**src/rtl/sorted_key_table_top_defines.svh**
```systemverilog
// Assertion macros for the sorted key table
`ifndef SORTED_KEY_TABLE_TOP_DEFINES_SVH
`define SORTED_KEY_TABLE_TOP_DEFINES_SVH
// Assert that a condition implies a consequence in the next cycle
`define SKT_ASSERT_NEXT(label, ante, cons) \
  label: assert property (@(posedge clk) disable iff (!rst_n) (ante) |=> (cons)) \
    else $error("sorted_key_table check failed");
// Assert that a condition holds at every edge
`define SKT_ASSERT_ALWAYS(label, cond) \
  label: assert property (@(posedge clk) disable iff (!rst_n) (cond)) \
    else $error("sorted_key_table check failed");
`endif

```
**src/rtl/skt_ram.sv**
```systemverilog
// Generic single-port-write, one-read RAM with registered read data
module skt_ram #(
  parameter int WIDTH = 8,
  parameter int DEPTH = 16
) (
  input  logic                     clk,
  input  logic                     we,
  input  logic [$clog2(DEPTH)-1:0] waddr,
  input  logic [WIDTH-1:0]         wdata,
  input  logic [$clog2(DEPTH)-1:0] raddr,
  output logic [WIDTH-1:0]         rdata
);
  logic [WIDTH-1:0] mem [DEPTH];
  always_ff @(posedge clk) begin
    if (we) begin
      mem[waddr] <= wdata;
    end
    rdata <= mem[raddr];
  end
endmodule

```
**config.mk**
```make
export PLATFORM = sky130hd
export DESIGN_NAME = skt_ram
export DESIGN_NICKNAME = d
export VERILOG_FILES = /design/src/rtl/sorted_key_table_top_defines.svh /design/src/rtl/skt_ram.sv
export SDC_FILE = /design/constraint.sdc
export NUM_CORES = 1
export LEC_CHECK = 0
export ABC_CLOCK_PERIOD_IN_PS = 2000
export BUFFER_PORTS_ARGS = -buffer_cell sky130_fd_sc_hd__buf_4
export CORE_MARGIN = 2
export CORE_UTILIZATION = 60
export CTS_CLUSTER_DIAMETER = 200
export DETAILED_ROUTE_END_ITERATION = 8
export GPL_TIMING_DRIVEN = 0
export PLACE_DENSITY = 0.78
export SETUP_SLACK_MARGIN = 0.3
export SLEW_MARGIN = 20
export SYNTH_ARGS = -nofsm -noshare
export SYNTH_HDL_FRONTEND = slang
export SYNTH_SLANG_ARGS = --single-unit
```
**constraint.sdc**
```tcl
create_clock -name clk -period 2 [get_ports clk]
set_input_delay 0.3 -clock clk [delete_from_list [all_inputs] [get_ports clk]]
set_output_delay 0.3 -clock clk [all_outputs]
set_load 0.1 [all_outputs]
```
==> results of run 1 <==
## through the flow
step	setup slack, ns	area (sq um)	setup TNS (ns)	utilization
after floorplan	0.4339	5152	0	-
after global placement	-0.06175	5464	-0.4918	0.6617
after detailed placement	0.02312	5479	0	0.6635
after CTS	0.5357	6071	0	0.7352
after global routing	0.4224	6071	0	0.7352
final	0.5311	6071	0	0.7352
## final timing paths
path | from | to | slack, ns
setup / recovery | waddr[2] | mem[1][2] | 0.53
hold / removal | wdata[6] | mem[6][6] | 0.12
setup reg to reg | mem[8][4] | rdata[4] | 0.60
hold reg to reg | mem[11][3] | rdata[3] | 0.69
## synthesized netlist by cell type
cell type / count
mux4_2: 18
or3b_2: 1
nor2b_1: 1
buf_4: 1
nor3_1: 4
and2_1: 1
mux4_1: 14
nand2_1: 9
edfxtp_1: 128
nor2_1: 13
a22oi_1: 16
buf_2: 3
nand2b_1: 2
nand3_1: 1
clkdlybuf4s25_2: 3
buf_6: 3
dfxtp_1: 8
nand3b_1: 2
and2b_1: 1
## metal layers
layer | up-vias | GRT usage
met2 | 143 | 0.3451
met5 | - | 0
met3 | 17 | 0.04335
met1 | 1308 | 0.3454
met4 | 0 | 0.09101
li1 | 1060 | -
## area by class of cell
class	count	area (sq um)	share of cell area
Clock buffer	17	414.1	0.06822
Sequential cell	136	4004	0.6595
Multi-Input combinational cell	83	1077	0.1775
Timing Repair Buffer	24	180.2	0.02968
Buffer	10	86.33	0.01422
Clock inverter	15	177.7	0.02927
Tap cell	105	131.4	0.02164
## power by group
| part | total (mW) | internal [mW] | switching, mW |
|---|---|---|---|
| Clock | 3.04 | 1.90 | 1.14 |
| Sequential | 3.21 | 3.19 | 0.0188 |
| Combinational | 0.464 | 0.148 | 0.316 |
| Total | 6.71 | 5.23 | 1.48 |
## state kept, by name, summed over array words and instances (netlist names)
signal and cells:
rdata 8, mem 128
## cell families (layout without fill, tap and decap cells)
logic type             count (synthesis)  count (layout)  share of synthesized area
AO/OA/AOI/OAI                         16              16                    0.02334
flip-flops                           136             136                     0.7778
multiplexers                          32              32                     0.1502
AND/OR/NAND/NOR                       35              35                    0.03184
buffers and inverters                 10              66                    0.01677
## layout by cell type (no fill, tap or decap), drive strengths merged, types with 2 or more instances in the layout
cell type,instances
mux4,32
clkinvlp,5
buf,31
clkinv,5
dfxtp,8
clkdlybuf4s25,3
nor2,13
nand2b,2
clkbuf,17
nand2,9
nand3b,2
a22oi,16
inv,2
nor3,4
edfxtp,128
bufinv,3
==> impl_metrics.ini, run 1 <==
[outcome]
status = finished clean

[synth]
postSynthCellCount = 229
ys_seq_area_frac = 0.7778
yosysUniqueCellTypes = 19
netlist.area_leader.share = 0.7467
synthTopCellsByArea = edfxtp_1 75%, mux4_2 7.9%, mux4_1 7.1%
synth_area_sq_um = 5147
synth_nets = 247
avgSynthCellArea_sq_um = 22.48
ys_warn_count = 0
ys_seq_elements = 136
yosysTopAreaCell = edfxtp_1

[setup_path]
crit_cells = 3
crit_arrival_ns = 1.60
cpLargestDelayFamily = simple AND/OR/NAND/NOR gates
cp_num_buf_inv = 1
startpoint_type = input pin
crit_chain = buf_4, or3b_2, nor2_1
worstPathRequired_ns = 2.13
crit_slowest_cell = nor2_1
worst-path-max-fanout = 8
worstSetupPathType = input pin to flop
reg2reg_depth = 3
end_kind = flop
cpPeakStageDelay_ns = 0.64

[timing]
fin_skew_ns = 0.01049
rsz0062_at_grt = no
fmax_mhz = 680.8
worst_slew_pin_slew_ns = 0.8134
finalCritPeriodShare = 0.7344
fin_crit_ns = 1.469
maxSlewViolCount = 0
hold_viol = 0
relSlewSlack = 0.4557
setup_viol = 0
hold_slack_ns = 0.1192

[global_route]
antenna_found_initial = 0
grt_util_all_layers = 0.2306
overflow = 0
grt_start_max_net_pins = 17
grt_pass1_wl_um = 15310
grt_pass1_vias = 2482

[die]
start_util = 0.6233
fp.dieArea_sq_um = 9336
pin_count = 26
core_area_sq_um = 8258
die_w_um = 96.63
die_h_um = 96.63
fp-row-count = 33

[final_layout]
diodes = 0
drive_gt1_frac = 0.3123
syn_to_final_growth_pct = 17.94
filler_cell_count = 479
nets = 290
layout.cells.non_filler = 390

[route]
drt_iter0_drc = 338
highest_layer = met4
first_pass_iters = 5
dr_wl_met2_um = 5044
drc = 0
ant_nets = 0
drt-met1-wl_um = 4271
wl_met3_um = 795
routedWlPerCell_um = 26.38
wl_um = 10290
vias = 2528
via_per_inst = 6.482

[clock_network]
cts_tree = built
holdBufCountCts = 0
cts-resized-gates = 0
root_buffer = clkbuf_8
htreeDepth = 4
clock-sinks = 136
insertion_delay_ns = 0.51
cts.reportedPaths.clkPinSlew_ns = 0.06
numCtsBuffers = 17
postCtsSetupBuffers = 0
clockBufferDepth = 2

[placed_design]
dp_cells = 358
place_congestion = 0.7104
portBuffers = 24
post-dp-hpwl_um = 5834

[power_and_ir_drop]
leakage_nw = 2.039
total_power_mw = 6.711
power_density_nw_per_um2 = 1105
ir_drop_mv = 0.5984

[worst_hold_path]
min_path_cells = 1
hold_class = input pin to flop

[flow_run]
drv_cap = 0
No activity file was read; power rests on OpenSTA's default activity.
==> run 2: changes to the inputs <==
--- a/config.mk
+++ b/config.mk
@@ -5,14 +5,15 @@
 export SDC_FILE = /design/constraint.sdc
 export NUM_CORES = 1
 export LEC_CHECK = 0
-export ABC_CLOCK_PERIOD_IN_PS = 2000
+export ABC_AREA = 1
+export ABC_CLOCK_PERIOD_IN_PS = 1270
 export BUFFER_PORTS_ARGS = -buffer_cell sky130_fd_sc_hd__buf_4
 export CORE_MARGIN = 2
-export CORE_UTILIZATION = 60
+export CORE_UTILIZATION = 55
 export CTS_CLUSTER_DIAMETER = 200
 export DETAILED_ROUTE_END_ITERATION = 8
 export GPL_TIMING_DRIVEN = 0
-export PLACE_DENSITY = 0.78
+export PLACE_DENSITY = 0.75
 export SETUP_SLACK_MARGIN = 0.3
 export SLEW_MARGIN = 20
 export SYNTH_ARGS = -nofsm -noshare
==> constraint.sdc (replaced) <==
create_clock -name clk -period 1.27 [get_ports clk]
set_input_delay 0.1905 -clock clk [delete_from_list [all_inputs] [get_ports clk]]
set_output_delay 0.1905 -clock clk [all_outputs]
set_load 0.1 [all_outputs]
==> impl_metrics.ini, run 2 <==
[final_layout]
reg_top3 = mem x128, rdata x8
top_register = mem
largest_reg_flops = 128
drive_gt1_frac = 0.2824
nets = 614
diodes = 0
layout.cells.non_filler = 745
layout_common_cells = 159 x nand2_1, 128 x edfxtp_1, 98 x inv_1
syn_to_final_growth_pct = 26.54
final_common_cell = nand2_1
fin_util = 0.7132
final_cell_area_sq_um = 7297

[timing]
worst_slew_pin_slew_ns = 0.6222
setup_viol = 0
finalCritPeriodShare = 0.9894
fin_tns_setup_ns = 0
fmax_mhz = 795.8
fin_crit_ns = 1.257
rsz0062_at_grt = yes
relSlewSlack = 0.5852
hold_slack_ns = 0.03065
maxSlewViolCount = 0
hold_viol = 0
fin_skew_ns = 0.007343
worst_slack_ns = 0.01347

[die]
pin_count = 26
core_area_sq_um = 10230
die_h_um = 106.4
die_w_um = 106.4
fp-row-count = 37
fp.dieArea_sq_um = 11320
start_util = 0.5637

[global_route]
grt_start_max_net_pins = 17
grt_pass1_wl_um = 22770
grt_pass1_vias = 4189
antenna_found_initial = 0
grt_util_all_layers = 0.2809
overflow = 0

[setup_path]
worstSetupPathType = flop to output pin
crit_arrival_ns = 1.07
cpLargestDelayFamily = flip-flops
crit_chain = buf_12
rrSetupSlack_ns = 0.27
cpPeakStageDelay_ns = 0.35
crit_slowest_cell = dfxtp_2
cp_num_buf_inv = 1
startpoint_type = flop
worstPathRequired_ns = 1.08
end_kind = output pin
worst-path-max-fanout = 1

[flow_run]
drv_cap = 0

[synth]
synth_nets = 569
postSynthCellCount = 551
netlist.area_leader.share = 0.6665
synth_most_common_cell = nand2_1
yosysTopAreaCell = edfxtp_1
yosysUniqueCellTypes = 12
ys_seq_elements = 136
synth_edf_count = 128
ys_seq_area_frac = 0.6943
synth-main-ff-cell = edfxtp_1
ys_warn_count = 0
avgSynthCellArea_sq_um = 10.47
synthArstFlopShare = 0
synthTopCellsByArea = edfxtp_1 67%, nand2_1 11%, nand3_1 8.4%
synth_area_sq_um = 5767
netlist_top_cells_count = 173 x nand2_1, 128 x edfxtp_1, 100 x inv_1, 97 x nand3_1, 17 x nor2_1

[placed_design]
dp_cells = 709
portBuffers = 22
placed_cell_area_sq_um = 6180
post-dp-hpwl_um = 8934
post-place-ws_ns = -0.2160
place_congestion = 0.8797

[route]
first_pass_iters = 5
drt_iter0_drc = 635
drc = 0
ant_nets = 0
wl_um = 15010
vias = 4208
via_per_inst = 5.648
routedWlPerCell_um = 20.15

[clock_network]
htreeDepth = 4
clock-sinks = 136
insertion_delay_ns = 0.53
numCtsBuffers = 17
cts_tree = built
clockBufferDepth = 2
root_buffer = clkbuf_8
cts.reportedPaths.clkPinSlew_ns = 0.06

[power_and_ir_drop]
leakage_nw = 3.108
power_density_nw_per_um2 = 1590
total_power_mw = 11.60
ir_drop_mv = 1.430

[outcome]
status = finished clean

[worst_hold_path]
hold_class = input pin to flop
==> run 2: changes by cell type after synthesis, moves of 3 or more <==
cell	change
nor2_1	+4
clkdlybuf4s25_2	-3
nand3_1	+96
nor3_1	-4
nand2_1	+164
buf_4	+3
mux4_1	-14
a22oi_1	-16
buf_2	+10
mux4_2	-18
inv_1	+100
buf_6	+3
==> run 2: power by group <==
| part | internal (mW) | switching, mW |
|---|---|---|
| clock | 3.58 | 1.85 |
| sequential | 5.02 | 0.0448 |
| combinational | 0.342 | 0.765 |
==> run 2: path summary, 6_finish.rpt <==
path | start | endpoint | cells past startpoint
worst min-delay path | wdata[0] | mem[7][0] | 1
worst max-delay path | rdata[0] | rdata[0] | 1
worst min register to register | mem[6][7] | rdata[7] | 6
worst max register to register | mem[8][3] | rdata[3] | 6
==> run 2: area by class of cell <==
cell class	count	area [sq um]
fillers	647	2934
multi-input cells	289	1609
clock buffers	19	421.7
flip-flops and latches	136	4014
clock inverters	13	227.7
inverters	102	382.9
plain buffers	24	166.4
well taps	136	170.2
repair buffers	26	305.3
==> run 2: cells by family (layout without fill, tap and decap cells) <==
| logic type | count (synthesis) | in the layout | share of synthesized area |
|---|---|---|---|
| simple gates | 289 | 289 | 0.2105 |
| flops | 136 | 136 | 0.6943 |
| buf+inv | 126 | 184 | 0.09525 |
==> run 2: repair_timing <==
action / 4_1_cts / 5_1_grt
endpoints found under the setup margin: 15 / 46
cloned: 0 / 0
buffers inserted: 0 / 0
gates resized for setup: 38 / 60
endpoints found under the hold margin: 64 / 0
pin swaps: 6 / 33
hold buffers: 4 / 0
==> run 2: routing by layer <==
layer / wire [um] / GRT usage / up-vias / share of wire
li1: - / - / 1866 / -
met2: 7265 / 0.4478 / 280 / 0.48
met1: 5689 / 0.3741 / 2008 / 0.38
met3: 1484 / 0.06622 / 54 / 0.099
met5: 0 / 0 / - / 0
met4: 573 / 0.1137 / 0 / 0.038
